File: config.mk
export PLATFORM = sky130hd
export DESIGN_NAME = circular_list_deque
export DESIGN_NICKNAME = d
export VERILOG_FILES = /design/src/hdl/cld_pkg.sv /design/src/hdl/cld_ram.sv /design/src/hdl/cld_front.sv /design/src/hdl/cld_back.sv /design/src/hdl/circular_list_deque.sv
export SDC_FILE = /design/constraint.sdc
export NUM_CORES = 1
export LEC_CHECK = 0
export ABC_CLOCK_PERIOD_IN_PS = 5000
export BUFFER_PORTS_ARGS = -buffer_cell sky130_fd_sc_hd__buf_2
export CAP_MARGIN = 20
export CORE_AREA = 2 2 282 311
export DETAILED_ROUTE_END_ITERATION = 16
export DIE_AREA = 0 0 284 313
export PLACE_DENSITY = 0.47
export RECOVER_POWER = 100
export SLEW_MARGIN = 20
export SYNTH_ARGS = -nofsm -noshare
export SYNTH_HDL_FRONTEND = slang
export SYNTH_SLANG_ARGS = --single-unit
File: constraint.sdc
create_clock -name clock -period 5 [get_ports clock]
set_input_delay 1 -clock clock [delete_from_list [all_inputs] [get_ports clock]]
set_output_delay 1 -clock clock [all_outputs]
set_load 0.02 [all_outputs]
File: src/hdl/cld_pkg.sv
// Shared types, constants and ring arithmetic for the circular list deque.
// Used by cld_front, cld_back and circular_list_deque.
package cld_pkg;

   localparam int DEPTH       = 16;
   localparam int IDX_W       = $clog2(DEPTH);
   localparam int CNT_W       = $clog2(DEPTH + 1);
   localparam int VALUE_W     = 32;
   localparam int COUNT_W     = 5;
   localparam int QUEUE_DEPTH = 2;
   localparam int QPTR_W      = $clog2(QUEUE_DEPTH);
   localparam int QCNT_W      = $clog2(QUEUE_DEPTH + 1);

   localparam logic [2:0] CMD_PUSH_FRONT = 3'd0;
   localparam logic [2:0] CMD_PUSH_BACK  = 3'd1;
   localparam logic [2:0] CMD_POP_FRONT  = 3'd2;
   localparam logic [2:0] CMD_POP_BACK   = 3'd3;
   localparam logic [2:0] CMD_CLEAR      = 3'd4;
   localparam logic [2:0] CMD_READ_ALL   = 3'd5;

   localparam logic [1:0] ST_OK    = 2'd0;
   localparam logic [1:0] ST_EMPTY = 2'd1;
   localparam logic [1:0] ST_FULL  = 2'd2;

   typedef enum logic [2:0] {
      OP_PUSH_FRONT,
      OP_PUSH_BACK,
      OP_POP_FRONT,
      OP_POP_BACK,
      OP_CLEAR,
      OP_READ_ALL
   } op_kind_type;

   typedef struct packed {
      op_kind_type               kind;
      logic signed [VALUE_W-1:0] value;
   } op_type;

   typedef struct packed {
      logic [CNT_W-1:0] occupancy;
      logic [IDX_W-1:0] front;
   } cld_status_type;

   function automatic logic [IDX_W-1:0] ring_add(input logic [IDX_W-1:0] base,
                                                 input logic [CNT_W-1:0] offset);
      logic [CNT_W:0] sum;
      sum = (CNT_W + 1)'(base) + {1'b0, offset};
      if (sum >= (CNT_W + 1)'(DEPTH)) begin
         sum = sum - (CNT_W + 1)'(DEPTH);
      end
      return sum[IDX_W-1:0];
   endfunction

   function automatic logic [IDX_W-1:0] ring_dec(input logic [IDX_W-1:0] base);
      logic [IDX_W-1:0] res;
      if (base == '0) begin
         res = IDX_W'(DEPTH - 1);
      end else begin
         res = base - 1'b1;
      end
      return res;
   endfunction

   function automatic logic [COUNT_W-1:0] count_out(input logic [CNT_W-1:0] c);
      logic [CNT_W+COUNT_W-1:0] w;
      w = (CNT_W + COUNT_W)'(c);
      return w[COUNT_W-1:0];
   endfunction

endpackage

File: src/hdl/cld_ram.sv
// Generic single-write, single-read RAM with registered read data.
// No dependencies.
module cld_ram #(
   parameter int WIDTH = 32,
   parameter int DEPTH = 16
) (
   input  logic                     clock,
   input  logic                     wr_en,
   input  logic [$clog2(DEPTH)-1:0] wr_addr,
   input  logic [WIDTH-1:0]         wr_data,
   input  logic                     rd_en,
   input  logic [$clog2(DEPTH)-1:0] rd_addr,
   output logic [WIDTH-1:0]         rd_data
);

   logic [WIDTH-1:0] mem_ff [DEPTH];
   logic [WIDTH-1:0] rd_data_ff;

   always_ff @(posedge clock) begin
      if (wr_en) begin
         mem_ff[wr_addr] <= wr_data;
      end
      if (rd_en) begin
         rd_data_ff <= mem_ff[rd_addr];
      end
   end

   assign rd_data = rd_data_ff;

endmodule

File: src/hdl/cld_front.sv
// Command intake: decodes request words into operations and buffers them
// in a short queue ahead of the execution side. Depends on cld_pkg.
module cld_front import cld_pkg::*; (
   input  logic        clock,
   input  logic        reset,
   input  logic        req_tvalid,
   output logic        req_tready,
   input  logic [31:0] req_tdata,   // [31:0] value
   input  logic [2:0]  req_tuser,   // [2:0] command
   output logic        op_valid,
   input  logic        op_ready,
   output op_type      op
);

   op_type             queue_ff [QUEUE_DEPTH];
   logic [QPTR_W-1:0]  wr_ptr_ff, wr_ptr_in;
   logic [QPTR_W-1:0]  rd_ptr_ff, rd_ptr_in;
   logic [QCNT_W-1:0]  count_ff, count_in;
   logic               cmd_ok;
   op_type             dec_op;
   logic               push, pop;

   always_comb begin
      cmd_ok       = 1'b1;
      dec_op.value = req_tdata[VALUE_W-1:0];
      dec_op.kind  = OP_CLEAR;
      unique case (req_tuser)
         CMD_PUSH_FRONT: dec_op.kind = OP_PUSH_FRONT;
         CMD_PUSH_BACK:  dec_op.kind = OP_PUSH_BACK;
         CMD_POP_FRONT:  dec_op.kind = OP_POP_FRONT;
         CMD_POP_BACK:   dec_op.kind = OP_POP_BACK;
         CMD_CLEAR:      dec_op.kind = OP_CLEAR;
         CMD_READ_ALL:   dec_op.kind = OP_READ_ALL;
         default:        cmd_ok      = 1'b0;
      endcase
   end

   assign req_tready = (count_ff != QCNT_W'(QUEUE_DEPTH));
   assign op_valid   = (count_ff != '0);
   assign op         = queue_ff[rd_ptr_ff];

   // unused command codes are taken and dropped
   assign push = req_tvalid & req_tready & cmd_ok;
   assign pop  = op_valid & op_ready;

   always_comb begin
      wr_ptr_in = wr_ptr_ff;
      rd_ptr_in = rd_ptr_ff;
      count_in  = count_ff;
      if (push) begin
         wr_ptr_in = (wr_ptr_ff == QPTR_W'(QUEUE_DEPTH - 1)) ? '0 : wr_ptr_ff + 1'b1;
      end
      if (pop) begin
         rd_ptr_in = (rd_ptr_ff == QPTR_W'(QUEUE_DEPTH - 1)) ? '0 : rd_ptr_ff + 1'b1;
      end
      if (push && !pop) begin
         count_in = count_ff + 1'b1;
      end else if (pop && !push) begin
         count_in = count_ff - 1'b1;
      end
   end

   always_ff @(posedge clock) begin
      if (push) begin
         queue_ff[wr_ptr_ff] <= dec_op;
      end
      if (reset) begin
         wr_ptr_ff <= '0;
         rd_ptr_ff <= '0;
         count_ff  <= '0;
      end else begin
         wr_ptr_ff <= wr_ptr_in;
         rd_ptr_ff <= rd_ptr_in;
         count_ff  <= count_in;
      end
   end

endmodule

File: src/hdl/cld_back.sv
// Execution side: applies queued operations to the ring store and the
// front/occupancy pointers, drives the result register. Depends on
// cld_pkg and cld_ram.
module cld_back import cld_pkg::*; (
   input  logic           clock,
   input  logic           reset,
   input  logic           op_valid,
   output logic           op_ready,
   input  op_type         op,
   output logic           rsp_tvalid,
   input  logic           rsp_tready,
   output logic [39:0]    rsp_tdata,   // [31:0] entry_value, [36:32] entry_count, [39:37] zero
   output logic [1:0]     rsp_tuser,   // [1:0] status
   output logic           rsp_tlast,   // last_of_run
   output cld_status_type status
);

   typedef enum logic [1:0] {
      S_IDLE,
      S_POP,
      S_WALK
   } state_type;

   state_type                 state_ff, state_in;
   logic [IDX_W-1:0]          front_ff, front_in;
   logic [CNT_W-1:0]          occ_ff, occ_in;
   logic [IDX_W-1:0]          walk_ff, walk_in;
   logic                      rsp_valid_ff, rsp_valid_in;
   logic signed [VALUE_W-1:0] rsp_value_ff, rsp_value_in;
   logic [1:0]                rsp_status_ff, rsp_status_in;
   logic [COUNT_W-1:0]        rsp_count_ff, rsp_count_in;
   logic                      rsp_last_ff, rsp_last_in;

   logic                      out_free;
   logic [CNT_W-1:0]          walk_next;
   logic                      walk_last;
   logic                      wr_en, rd_en;
   logic [IDX_W-1:0]          wr_addr, rd_addr;
   logic [VALUE_W-1:0]        rd_data;

   cld_ram #(
      .WIDTH(VALUE_W),
      .DEPTH(DEPTH)
   ) u_store (
      .clock  (clock),
      .wr_en  (wr_en),
      .wr_addr(wr_addr),
      .wr_data(op.value),
      .rd_en  (rd_en),
      .rd_addr(rd_addr),
      .rd_data(rd_data)
   );

   assign out_free  = !rsp_valid_ff || rsp_tready;
   assign walk_next = CNT_W'(walk_ff) + 1'b1;
   assign walk_last = (walk_next == occ_ff);

   always_comb begin
      state_in      = state_ff;
      front_in      = front_ff;
      occ_in        = occ_ff;
      walk_in       = walk_ff;
      rsp_valid_in  = rsp_valid_ff && !rsp_tready;
      rsp_value_in  = rsp_value_ff;
      rsp_status_in = rsp_status_ff;
      rsp_count_in  = rsp_count_ff;
      rsp_last_in   = rsp_last_ff;
      op_ready      = 1'b0;
      wr_en         = 1'b0;
      wr_addr       = front_ff;
      rd_en         = 1'b0;
      rd_addr       = front_ff;

      unique case (state_ff)
         S_IDLE: begin
            if (op_valid && out_free) begin
               op_ready      = 1'b1;
               rsp_valid_in  = 1'b1;
               rsp_value_in  = '0;
               rsp_status_in = ST_OK;
               rsp_count_in  = count_out(occ_ff);
               rsp_last_in   = 1'b1;
               unique case (op.kind)
                  OP_PUSH_FRONT, OP_PUSH_BACK: begin
                     if (occ_ff == CNT_W'(DEPTH)) begin
                        rsp_status_in = ST_FULL;
                     end else begin
                        wr_en  = 1'b1;
                        occ_in = occ_ff + 1'b1;
                        if (op.kind == OP_PUSH_FRONT) begin
                           front_in = ring_dec(front_ff);
                           wr_addr  = ring_dec(front_ff);
                        end else begin
                           wr_addr  = ring_add(front_ff, occ_ff);
                        end
                        rsp_count_in = count_out(occ_ff + 1'b1);
                     end
                  end
                  OP_POP_FRONT, OP_POP_BACK: begin
                     if (occ_ff == '0) begin
                        rsp_status_in = ST_EMPTY;
                     end else begin
                        rsp_valid_in = 1'b0;
                        rd_en        = 1'b1;
                        occ_in       = occ_ff - 1'b1;
                        state_in     = S_POP;
                        if (op.kind == OP_POP_FRONT) begin
                           front_in = ring_add(front_ff, CNT_W'(1));
                        end else begin
                           rd_addr  = ring_add(front_ff, occ_ff - 1'b1);
                        end
                     end
                  end
                  OP_CLEAR: begin
                     occ_in       = '0;
                     front_in     = '0;
                     rsp_count_in = '0;
                  end
                  OP_READ_ALL: begin
                     if (occ_ff == '0) begin
                        rsp_status_in = ST_EMPTY;
                     end else begin
                        rsp_valid_in = 1'b0;
                        rd_en        = 1'b1;
                        walk_in      = '0;
                        state_in     = S_WALK;
                     end
                  end
                  default: begin
                     rsp_valid_in = 1'b0;
                  end
               endcase
            end
         end
         S_POP: begin
            if (out_free) begin
               rsp_valid_in  = 1'b1;
               rsp_value_in  = rd_data;
               rsp_status_in = ST_OK;
               rsp_count_in  = count_out(occ_ff);
               rsp_last_in   = 1'b1;
               state_in      = S_IDLE;
            end
         end
         S_WALK: begin
            if (out_free) begin
               rsp_valid_in  = 1'b1;
               rsp_value_in  = rd_data;
               rsp_status_in = ST_OK;
               rsp_count_in  = count_out(occ_ff);
               rsp_last_in   = walk_last;
               if (walk_last) begin
                  state_in = S_IDLE;
               end else begin
                  walk_in = walk_next[IDX_W-1:0];
                  rd_en   = 1'b1;
                  rd_addr = ring_add(front_ff, walk_next);
               end
            end
         end
         default: begin
            state_in = S_IDLE;
         end
      endcase
   end

   always_ff @(posedge clock) begin
      rsp_value_ff  <= rsp_value_in;
      rsp_status_ff <= rsp_status_in;
      rsp_count_ff  <= rsp_count_in;
      rsp_last_ff   <= rsp_last_in;
      walk_ff       <= walk_in;
      if (reset) begin
         state_ff     <= S_IDLE;
         front_ff     <= '0;
         occ_ff       <= '0;
         rsp_valid_ff <= 1'b0;
      end else begin
         state_ff     <= state_in;
         front_ff     <= front_in;
         occ_ff       <= occ_in;
         rsp_valid_ff <= rsp_valid_in;
      end
   end

   assign rsp_tvalid       = rsp_valid_ff;
   assign rsp_tdata        = {3'b000, rsp_count_ff, rsp_value_ff};
   assign rsp_tuser        = rsp_status_ff;
   assign rsp_tlast        = rsp_last_ff;
   assign status.occupancy = occ_ff;
   assign status.front     = front_ff;

endmodule

File: src/hdl/circular_list_deque.sv
// Bounded double-ended queue of signed 32-bit entries held in a 16-word ring
// memory. Each request word carries a command in tuser (push front, push back,
// pop front, pop back, clear, read all) and the value to push in tdata; every
// command but the unused codes answers with result words whose tlast marks the
// final one. A command is buffered in a two-deep queue, so requests are taken
// while the execution side is busy; result words leave from registered outputs.
// Pushes, clear and flagged commands are finished in the idle state; a pop
// waits in its own state for a registered store read; read all walks the
// entries, one result word each, bounded by the single store read port.
// Back-to-back pushes run at one word per cycle while the result output is not
// stalled. Full pushes report status 2, pops or read-out of an empty list
// report status 1. Depends on cld_pkg, cld_front, cld_back and cld_ram.
module circular_list_deque import cld_pkg::*; (
   input  logic        clock,
   input  logic        reset,
   input  logic        req_tvalid,
   output logic        req_tready,
   input  logic [31:0] req_tdata,   // [31:0] value
   input  logic [2:0]  req_tuser,   // [2:0] command
   output logic        rsp_tvalid,
   input  logic        rsp_tready,
   output logic [39:0] rsp_tdata,   // [31:0] entry_value, [36:32] entry_count, [39:37] zero
   output logic [1:0]  rsp_tuser,   // [1:0] status
   output logic        rsp_tlast    // last_of_run
);

   logic           op_valid;
   logic           op_ready;
   op_type         op;
   cld_status_type status;

   cld_front u_front (
      .clock     (clock),
      .reset     (reset),
      .req_tvalid(req_tvalid),
      .req_tready(req_tready),
      .req_tdata (req_tdata),
      .req_tuser (req_tuser),
      .op_valid  (op_valid),
      .op_ready  (op_ready),
      .op        (op)
   );

   cld_back u_back (
      .clock     (clock),
      .reset     (reset),
      .op_valid  (op_valid),
      .op_ready  (op_ready),
      .op        (op),
      .rsp_tvalid(rsp_tvalid),
      .rsp_tready(rsp_tready),
      .rsp_tdata (rsp_tdata),
      .rsp_tuser (rsp_tuser),
      .rsp_tlast (rsp_tlast),
      .status    (status)
   );

`ifndef SYNTH
   a_occ_bound: assert property (@(posedge clock) disable iff (reset)
      status.occupancy <= CNT_W'(DEPTH))
      else $error("occupancy above depth");

   a_front_bound: assert property (@(posedge clock) disable iff (reset)
      {1'b0, status.front} < (IDX_W + 1)'(DEPTH))
      else $error("front index outside ring");

   a_flag_word: assert property (@(posedge clock) disable iff (reset)
      rsp_tvalid && rsp_tuser != ST_OK |-> rsp_tlast && rsp_tdata[31:0] == '0)
      else $error("flagged word not single and zero");

   a_reset_empty: assert property (@(posedge clock)
      $past(reset) |-> status.occupancy == '0 && !rsp_tvalid)
      else $error("list not empty after reset");
`endif

endmodule

==> results of run 1 <==
[cell families (layout without fill, tap and decap cells)]
kind of cell / Yosys count / count (layout) / share of synthesized area
flip-flops: 675 / 675 / 0.739
other: 1 / 3 / 0.000138
XOR/XNOR: 21 / 21 / 0.00676
adder cells (fa/ha/maj): 24 / 24 / 0.0119
AO/OA/AOI/OAI: 386 / 386 / 0.101
buffers and inverters: 132 / 284 / 0.0216
multiplexers: 133 / 133 / 0.0520
AND/OR/NAND/NOR: 380 / 380 / 0.0683
[cells in the mapped netlist (19+ instances only)]
library cell,count
nor2_1,53
edfxtp_1,658
a21o_1,35
a21oi_1,151
or4_1,32
o221a_1,19
mux2_2,66
buf_2,22
and2_1,69
a221oi_1,100
ha_1,21
o21ai_0,22
nand2_1,166
mux2i_1,67
clkbuf_1,75
[worst reg2reg max path, cell delays in order (launching register included)]
cell and delay (ns):
edfxtp_1 0.50, ha_1 0.31, xor2_1 0.28, o211ai_1 0.13, a211oi_2 0.51, or2_0 0.60, o21a_4 0.48, clkbuf_2 0.55
mux2i_1 0.26, a221oi_1 0.09, or4_1 0.55
[flip-flops by register name, indices dropped and copies added, names as in the netlist, named ones only]
name / flops
u_back.rsp_tuser: 2
u_back.rsp_count_ff: 5
u_back.rsp_tlast: 1
u_front.count_ff: 2
u_back.u_store.rd_data: 32
u_back.front_ff: 4
u_back.walk_ff: 4
u_back.rsp_value_ff: 32
u_back.u_store.mem_ff: 512
u_front.queue_ff: 70
u_back.occ_ff: 5
u_front.rd_ptr_ff: 1
u_front.wr_ptr_ff: 1
u_back.state_ff: 2
u_back.rsp_tvalid: 1
[placed cells by master (no fill, tap or decap), types with 6 or more instances in the layout]
master | Yosys | final
edfxtp_1 | 658 | 658
nand2_1 | 166 | 166
a21oi_1 | 151 | 151
a221oi_1 | 100 | 100
clkbuf_1 | 75 | 89
clkbuf_16 | 0 | 75
mux2i_1 | 67 | 67
nor2_1 | 53 | 37
and2_1 | 69 | 36
a21o_1 | 35 | 35
mux2_2 | 66 | 34
and2_0 | 0 | 33
mux2_1 | 0 | 32
or4_1 | 32 | 32
buf_2 | 22 | 24
o21ai_0 | 22 | 22
ha_1 | 21 | 21
o221a_1 | 19 | 19
inv_1 | 17 | 17
dfxtp_1 | 17 | 17
nor2_4 | 0 | 14
clkinv_1 | 0 | 13
buf_12 | 0 | 13
nand3_1 | 12 | 12
o221a_2 | 12 | 12
clkinv_2 | 0 | 12
nor3_1 | 11 | 11
xor2_1 | 11 | 11
buf_4 | 13 | 11
xnor2_1 | 10 | 10
nand2b_1 | 9 | 9
o31ai_1 | 8 | 8
clkbuf_2 | 0 | 8
and3_1 | 6 | 6
clkbuf_4 | 0 | 6
[worst max-delay path by stage]
stage | cells after the start | endpoint | slack, ns
after floorplan | 6 | u_back.rsp_count_ff[0] | 0.45
after global routing | 8 | u_back.u_store.mem_ff[2][9] | 0.21
after global placement | 10 | u_back.u_store.rd_data[25] | 0.72
after CTS | 13 | u_back.u_store.rd_data[20] | 0.56
after detailed placement | 13 | u_back.u_store.rd_data[20] | 0.59
final | 10 | u_back.u_store.rd_data[8] | 0.45
[stage by stage]
stage | power, W | utilization
2_1_floorplan | 0.0114 | -
3_3_place_gp | 0.0135 | 0.342
3_5_place_dp | 0.0136 | 0.342
4_1_cts | 0.0189 | 0.369
5_1_grt | 0.0194 | 0.366
6_report | 0.0185 | 0.366
[where the power goes]
part / total (W) / internal, W / switching [W]
clock network: 0.00525 / 0.00305 / 0.00220
registers: 0.00756 / 0.00734 / 0.000218
logic: 0.00565 / 0.00179 / 0.00386
[layout make-up]
cell class	instances	area (µm²)
Tap cell	1150	1440
Inverter	17	63.8
Clock inverter	36	319
Fill cell	8179	54500
Sequential cell	675	20100
Timing Repair Buffer	132	811
Multi-Input combinational cell	947	6690
Clock buffer	99	2020
[layer usage]
metal / vias up / routed length (µm) / global-route usage
met5: - / 0 / 0
met4: 0 / 1420 / 0.0416
met3: 97 / 3040 / 0.0233
met2: 366 / 35600 / 0.276
met1: 7864 / 31000 / 0.204
li1: 7033 / - / -
==> results.json, run 1 <==
{
  "min_period_over_period": 0.909,
  "relSlewSlack": -0.936,
  "critPathSlowestCell": "or2_0",
  "dr_total_vias": 15400,
  "crit_start": "u_back.walk_ff[0]",
  "synthCells": 1752,
  "area_delta_synth_final_pct": 15.6,
  "cts_buffers": 73,
  "clock.fmax_ghz": 0.220,
  "drt_iter0_drc": 1258,
  "hold_end": "u_front.rd_ptr_ff",
  "fin_tns_setup_ns": 0,
  "fin_ws_ns": 0.453,
  "clk_latency_ns": 0.62,
  "crit_path_end_kind": "flop",
  "placed_area_um2": 29400,
  "cts_setup_buffers": 0,
  "r2r_cells": 10,
  "dp_hpwl_um": 38200,
  "cp-start-kind": "flop",
  "violations": "max-capacitance violations, max-slew violations",
  "hold_buffers": 0,
  "vias_per_cell": 5.03,
  "min_path_type": "reg2reg",
  "grt_pass1_vias": 15600,
  "min_from": "u_front.rd_ptr_ff",
  "powerDensity_nw_per_um2": 587,
  "cts_root_buffer": "clkbuf_16",
  "dp_cells": 2921,
  "path_buf_inv": 1,
  "syn_area_per_cell_um2": 15.5,
  "drt_pre_antenna_iters": 5,
  "hold_ws_ns": 0.512,
  "ios": 84,
  "synth_area_leaders": "edfxtp_1, a221oi_1, a21oi_1",
  "pre_cts_ws_ns": 0.595,
  "r2r_start": "u_back.walk_ff[0]",
  "grt_start_max_net_pins": 87,
  "postRouteAntennaNets": 0,
  "status": "finished, violations left",
  "drive_above_1_share": 0.128,
  "holdPathStages": 2,
  "netlist_area_um2": 27200,
  "initial_utilization": 0.316,
  "cp.arrival_ns": 4.89,
  "rows": 113,
  "cpPeakStageDelay_ns": 0.60,
  "die_y_um": 313,
  "final_max_slew_viol_count": 136,
  "io_buffers": 80,
  "cts_tree": "yes",
  "path_clk_slew_ns": 0.06,
  "clk_path_buf_depth": 3,
  "nets": 1909,
  "cp_top_family": "compound AO/OA/AOI/OAI gates",
  "core_area_um2": 86000,
  "yosys.area.top_type": "edfxtp_1",
  "cts_resized": 0,
  "cts.sinks": 675,
  "num_antenna_cells": 0,
  "grt_use_total": 0.157,
  "grt_overflow_total": 0,
  "skew_ns": 0.0244,
  "yosys.area.top_type_share": 0.726,
  "wl_per_cell_um": 23.3,
  "yosysUniqueCellTypes": 56,
  "tightest_slew_ns": 2.90,
  "ys.warnings.count": 0,
  "p_leak_nw": 9.86,
  "r2r_setup_slack_ns": 0.45,
  "drc": 0,
  "r2r_end": "u_back.u_store.rd_data[8]",
  "die_area_um2": 88900,
  "grt_pass1_wl_um": 104000,
  "maxCapViolations": 6,
  "finalSetupViolCount": 0,
  "routed_wl_um": 71100,
  "cp.required_ns": 5.34,
  "die_w_um": 284,
  "crit_type": "reg2reg",
  "antenna_found_initial": 2,
  "layout_min_cycle_time_ns": 4.55,
  "finalHoldViolCount": 0,
  "synth_top_flop_cell": "edfxtp_1",
  "final_cells": 3056,
  "ir_drop_mv": 0.384,
  "synth-seq-area-share": 0.739,
  "async_reset_ff_frac": 0,
  "stdcell_area_um2": 31400,
  "rsz0062_at_grt": "no",
  "synth_edf_count": 658,
  "ctsHtreeMaxLevel": 3,
  "gp_congestion": 0.791,
  "cp_max_fo": 20,
  "crit_chain": "ha_1 -> xor2_1 -> o211ai_1 -> a211oi_2 -> or2_0 -> o21a_4 -> clkbuf_2 -> mux2i_1 -> a221oi_1 -> or4_1",
  "ys_ff_latch": 675
}
(Power assumes the default switching activity.)
==> inputs of run 2 (changes only) <==
--- a/config.mk
+++ b/config.mk
@@ -8,12 +8,11 @@
 export ABC_CLOCK_PERIOD_IN_PS = 5000
 export BUFFER_PORTS_ARGS = -buffer_cell sky130_fd_sc_hd__buf_2
 export CAP_MARGIN = 20
-export CORE_AREA = 2 2 282 311
+export CORE_AREA = 2 2 207 229
 export DETAILED_ROUTE_END_ITERATION = 16
-export DIE_AREA = 0 0 284 313
-export PLACE_DENSITY = 0.47
+export DIE_AREA = 0 0 209 231
+export PLACE_DENSITY = 0.77
 export RECOVER_POWER = 100
-export SLEW_MARGIN = 20
 export SYNTH_ARGS = -nofsm -noshare
 export SYNTH_HDL_FRONTEND = slang
 export SYNTH_SLANG_ARGS = --single-unit
==> run 2 against run 1 <==
Net effect:
- the run still ends with max-capacitance violations, max-slew violations left
- combinational power fell by 4.2%
- total power fell by 5.2%
- worst hold slack improved by 0.0010 ns
- register-to-register slack barely moved
- clock-buffer cell count fell by 9
- clock power fell by 14%
- fmax barely moved
- global-route usage rose by 9.9 points
- critical path type unchanged
==> results.json, run 2 (synthesized netlist as in run 1, its figures left out) <==
{
  "status": "finished, violations left",
  "violations": "max-capacitance violations, max-slew violations",
  "stdcell_area_um2": 30300,
  "cp_max_fo": 16,
  "cts_tree": "yes",
  "drc": 0,
  "regMostFlops": "u_back.u_store.mem_ff",
  "r2r_start": "u_back.state_ff[0]",
  "die_area_um2": 48300,
  "ctsHtreeMaxLevel": 3,
  "crit_path_end_kind": "flop",
  "wl_per_cell_um": 24.8,
  "min_period_over_period": 0.910,
  "final_max_slew_viol_count": 128,
  "cts_root_buffer": "clkbuf_16",
  "holdPathStages": 2,
  "reg.largest.list": "u_back.u_store.mem_ff: 512 flops, u_front.queue_ff: 70 flops",
  "drive_above_1_share": 0.109,
  "cp.arrival_ns": 4.82,
  "grt_start_max_net_pins": 129,
  "cp-start-kind": "flop",
  "path_clk_slew_ns": 0.06,
  "layout_common_cells": "edfxtp_1, nand2_1, a21oi_1",
  "ir_drop_mv": 0.371,
  "layout_commonest_cell": "edfxtp_1",
  "tightest_slew_ns": 2.93,
  "io_buffers": 80,
  "r2r_cells": 10,
  "num_antenna_cells": 0,
  "clock.fmax_ghz": 0.220,
  "powerDensity_nw_per_um2": 577,
  "gp_congestion": 0.873,
  "min_from": "u_front.rd_ptr_ff",
  "finalSetupViolCount": 0,
  "core_area_um2": 46200,
  "clk_path_buf_depth": 3,
  "fin_tns_setup_ns": 0,
  "area_delta_synth_final_pct": 11.4,
  "ios": 84,
  "min_path_type": "reg2reg",
  "layout_min_cycle_time_ns": 4.55,
  "cp_top_family": "simple AND/OR/NAND/NOR gates",
  "rows": 83,
  "pre_cts_ws_ns": 0.724,
  "cts.sinks": 675,
  "postRouteAntennaNets": 0,
  "path_buf_inv": 3,
  "cts_setup_buffers": 0,
  "dp_cells": 2360,
  "skew_ns": 0.0198,
  "grt_use_total": 0.257,
  "hold_buffers": 0,
  "drt_iter0_drc": 1779,
  "cpPeakStageDelay_ns": 1.29,
  "die_y_um": 231,
  "relSlewSlack": -0.956,
  "routed_wl_um": 61400,
  "critPathSlowestCell": "nor2_1",
  "r2r_end": "u_back.u_store.mem_ff[4][11]",
  "dp_hpwl_um": 32900,
  "p_leak_nw": 9.65,
  "maxCapViolations": 6,
  "final_cells": 2471,
  "cts_buffers": 66,
  "grt_pass1_wl_um": 93000,
  "rsz0062_at_grt": "no",
  "grt_overflow_total": 0,
  "crit_start": "u_back.state_ff[0]",
  "nets": 1897,
  "antenna_found_initial": 0,
  "dr_total_vias": 15800,
  "clk_latency_ns": 0.58,
  "grt_pass1_vias": 15500,
  "initial_utilization": 0.589,
  "placed_area_um2": 28600,
  "cts_resized": 0,
  "cp.required_ns": 5.27,
  "die_w_um": 209,
  "fillCellCount": 3060,
  "r2r_setup_slack_ns": 0.45,
  "finalHoldViolCount": 0,
  "vias_per_cell": 6.39,
  "drt_pre_antenna_iters": 5,
  "crit_chain": "inv_1 -> ha_1 -> nand3_1 -> clkbuf_1 -> or3_1 -> a31oi_1 -> o21a_1 -> nand2_1 -> nor2_1 -> buf_4",
  "fin_ws_ns": 0.450,
  "crit_type": "reg2reg",
  "largest_reg_flops": 512
}
-- run 2: where the power goes --
part,switching [W],internal [W],leakage (nW)
Combinational,0.00364,0.00177,2.61
Sequential,0.000215,0.00735,6.11
Clock,0.00195,0.00257,0.929
Total,0.00581,0.0117,9.65
-- run 2: how the worst max path moves through the flow --
stage	endpoint	slack [ns]	cells after the start
2_1_floorplan	u_back.rsp_count_ff[0]	0.45	6
4_1_cts	u_back.u_store.rd_data[22]	0.67	10
5_1_grt	u_back.u_store.mem_ff[3][0]	0.23	10
3_3_place_gp	u_back.u_store.rd_data[3]	0.76	10
6_report	u_back.u_store.mem_ff[4][11]	0.45	10
3_5_place_dp	u_back.u_store.rd_data[27]	0.72	10
-- run 2: metrics by stage --
step | util | hold slack [ns] | total power (W)
after CTS | 0.661 | 0.517 | 0.0177
after global routing | 0.656 | 0.545 | 0.0183
final | 0.656 | 0.513 | 0.0175
after global placement | 0.619 | 0.485 | 0.0130
after detailed placement | 0.619 | 0.498 | 0.0131
after floorplan | - | 0.472 | 0.0114
-- run 2: metal layers --
metal  up-vias  share of wire  GRT usage  wire (µm)
met1      7919           0.39      0.336      23900
met2       766           0.50      0.435      30800
met4         0          0.034      0.102       2100
met5         -              0          0          0
met3       130          0.074     0.0393       4530
li1       6982              -          -          -
-- run 2: layout make-up --
cell class | count | area [µm²] | share of cell area
Clock buffer | 90 | 1810 | 0.0596
Clock inverter | 20 | 123 | 0.00405
Inverter | 17 | 63.8 | 0.00211
Multi-Input combinational cell | 947 | 6640 | 0.219
Sequential cell | 675 | 20100 | 0.663
Tap cell | 595 | 744 | 0.0246
Timing Repair Buffer | 127 | 835 | 0.0275
-- run 2: worst reg2reg max path, cell delays in order, from the launching register on --
cell      delay [ns]
dfxtp_1         0.34
inv_1           0.09
ha_1            0.53
nand3_1         0.29
clkbuf_1        0.30
or3_1           0.46
a31oi_1         0.22
o21a_1          0.15
nand2_1         0.18
nor2_1          1.29
buf_4           0.39
==> inputs of run 3 (changes only) <==
--- a/config.mk
+++ b/config.mk
@@ -5,7 +5,7 @@
 export SDC_FILE = /design/constraint.sdc
 export NUM_CORES = 1
 export LEC_CHECK = 0
-export ABC_CLOCK_PERIOD_IN_PS = 5000
+export ABC_CLOCK_PERIOD_IN_PS = 5200
 export BUFFER_PORTS_ARGS = -buffer_cell sky130_fd_sc_hd__buf_2
 export CAP_MARGIN = 20
 export CORE_AREA = 2 2 207 229
==> constraint.sdc (replaced) <==
create_clock -name clock -period 5.2 [get_ports clock]
set_input_delay 1.04 -clock clock [delete_from_list [all_inputs] [get_ports clock]]
set_output_delay 1.04 -clock clock [all_outputs]
set_load 0.02 [all_outputs]
==> run 3 against run 2 <==
Net effect:
- largest cell class unchanged
- register-to-register slack better by 0.04 ns
- first-iteration DRC count up 13%
- final area up 0.17%
- die area unchanged
- highest routed layer unchanged
- fmax down 3.4%
- worst hold slack worse by 0.00089 ns
- worst setup slack better by 0.040 ns
- clock power down 2%
- via count up 1.3%
- global-route usage up 0.92 points
- core utilization up 0.11 points
- the run still ends with max-capacitance violations, max-slew violations left
==> results.json, run 3 (synthesized netlist as in run 1, its figures left out) <==
{
  "status": "finished, violations left",
  "violations": "max-capacitance violations, max-slew violations",
  "final_max_slew_viol_count": 146,
  "vias_per_cell": 6.45,
  "cts_buffers": 61,
  "crit_type": "reg2reg",
  "r2r_start": "u_back.walk_ff[0]",
  "largest_reg_flops": 512,
  "cp_max_fo": 50,
  "final_cells": 2481,
  "gp_congestion": 0.893,
  "postRouteAntennaNets": 0,
  "grt_start_max_net_pins": 129,
  "layout_common_cells": "edfxtp_1, nand2_1, a21oi_1",
  "finalSetupViolCount": 0,
  "ios": 84,
  "crit_start": "u_back.walk_ff[0]",
  "dr_total_vias": 16000,
  "layout_commonest_cell": "edfxtp_1",
  "grt_overflow_total": 0,
  "cts_setup_buffers": 0,
  "core_area_um2": 46200,
  "io_buffers": 80,
  "rows": 83,
  "crit_path_end_kind": "flop",
  "hold_buffers": 0,
  "cts.sinks": 675,
  "initial_utilization": 0.589,
  "min_from": "u_back.state_ff[1]",
  "clock.fmax_ghz": 0.212,
  "dp_cells": 2370,
  "grt_pass1_vias": 16000,
  "routed_wl_um": 64100,
  "maxCapViolations": 6,
  "holdPathStages": 2,
  "die_y_um": 231,
  "relSlewSlack": -0.958,
  "skew_ns": 0.0227,
  "reg.largest.list": "u_back.u_store.mem_ff: 512 flops, u_front.queue_ff: 70 flops",
  "antenna_found_initial": 3,
  "powerDensity_nw_per_um2": 562,
  "fin_tns_setup_ns": 0,
  "cp.arrival_ns": 5.06,
  "grt_use_total": 0.266,
  "path_clk_slew_ns": 0.06,
  "drc": 0,
  "grt_pass1_wl_um": 96200,
  "cp-start-kind": "flop",
  "r2r_setup_slack_ns": 0.49,
  "hold_end": "u_back.state_ff[1]",
  "cts_tree": "yes",
  "rsz0062_at_grt": "no",
  "cts_resized": 0,
  "r2r_end": "u_back.u_store.rd_data[9]",
  "wl_per_cell_um": 25.8,
  "die_w_um": 209,
  "drt_pre_antenna_iters": 5,
  "cp.required_ns": 5.55,
  "nets": 1901,
  "fillCellCount": 3034,
  "cts_root_buffer": "clkbuf_16",
  "min_period_over_period": 0.906,
  "tightest_slew_ns": 2.92,
  "num_antenna_cells": 0,
  "die_area_um2": 48300,
  "drt_iter0_drc": 2004,
  "area_delta_synth_final_pct": 11.6,
  "r2r_cells": 10,
  "regMostFlops": "u_back.u_store.mem_ff",
  "ctsHtreeMaxLevel": 2,
  "dp_hpwl_um": 33900,
  "ir_drop_mv": 0.448,
  "finalHoldViolCount": 0,
  "drive_above_1_share": 0.121,
  "layout_min_cycle_time_ns": 4.71,
  "clk_latency_ns": 0.63,
  "clk_path_buf_depth": 3,
  "min_path_type": "reg2reg",
  "p_leak_nw": 9.68
}
-- run 3: through the flow --
stage / setup slack, ns / power [W] / hold slack [ns] / instance area (µm²) / util
after CTS: 0.837 / 0.0172 / 0.513 / 30600 / 0.661
after floorplan: 0.651 / 0.0110 / 0.472 / 27200 / -
after detailed placement: 0.717 / 0.0127 / 0.500 / 28600 / 0.619
after global routing: 0.348 / 0.0177 / 0.527 / 30400 / 0.657
after global placement: 0.802 / 0.0125 / 0.484 / 28600 / 0.619
final: 0.490 / 0.0171 / 0.513 / 30400 / 0.657
-- run 3: critical path: stages, from the launching register on --
cell	delay, ns
edfxtp_1	0.48
ha_1	0.31
xor2_1	0.30
o211ai_1	0.13
a211oi_1	0.78
o22ai_1	0.32
o22ai_4	0.65
buf_12	0.34
mux2_2	0.37
o221a_2	0.26
or4_1	0.47
-- run 3: where the power goes --
group / switching, W / internal (W)
logic: 0.00363 / 0.00175
registers: 0.000213 / 0.00706
clock network: 0.00192 / 0.00250
total: 0.00576 / 0.0113
-- run 3: per-layer routing --
layer | GRT usage | share of wire | wire (µm)
met4 | 0.0944 | 0.027 | 1730
met1 | 0.352 | 0.39 | 24700
met2 | 0.448 | 0.51 | 32500
met3 | 0.0465 | 0.079 | 5090
met5 | 0 | 0 | 0
-- run 3: worst max-delay path by stage --
stage	to	slack [ns]
floorplan	u_back.rsp_count_ff[0]	0.65
global route	u_back.u_store.rd_data[9]	0.35
finish	u_back.u_store.rd_data[9]	0.49
global placement	u_back.u_store.rd_data[9]	0.80
CTS	u_back.u_store.rd_data[9]	0.84
detailed placement	u_back.u_store.rd_data[9]	0.72
-- run 3: area by class of cell --
cell class / instances / area [µm²] / area share
inverter: 17 / 63.8 / 0.00210
timing repair buffer: 136 / 837 / 0.0276
clock buffer: 71 / 1560 / 0.0515
sequential: 675 / 20100 / 0.662
clock inverter: 40 / 395 / 0.0130
multi-input combinational: 947 / 6660 / 0.219
tap: 595 / 744 / 0.0245
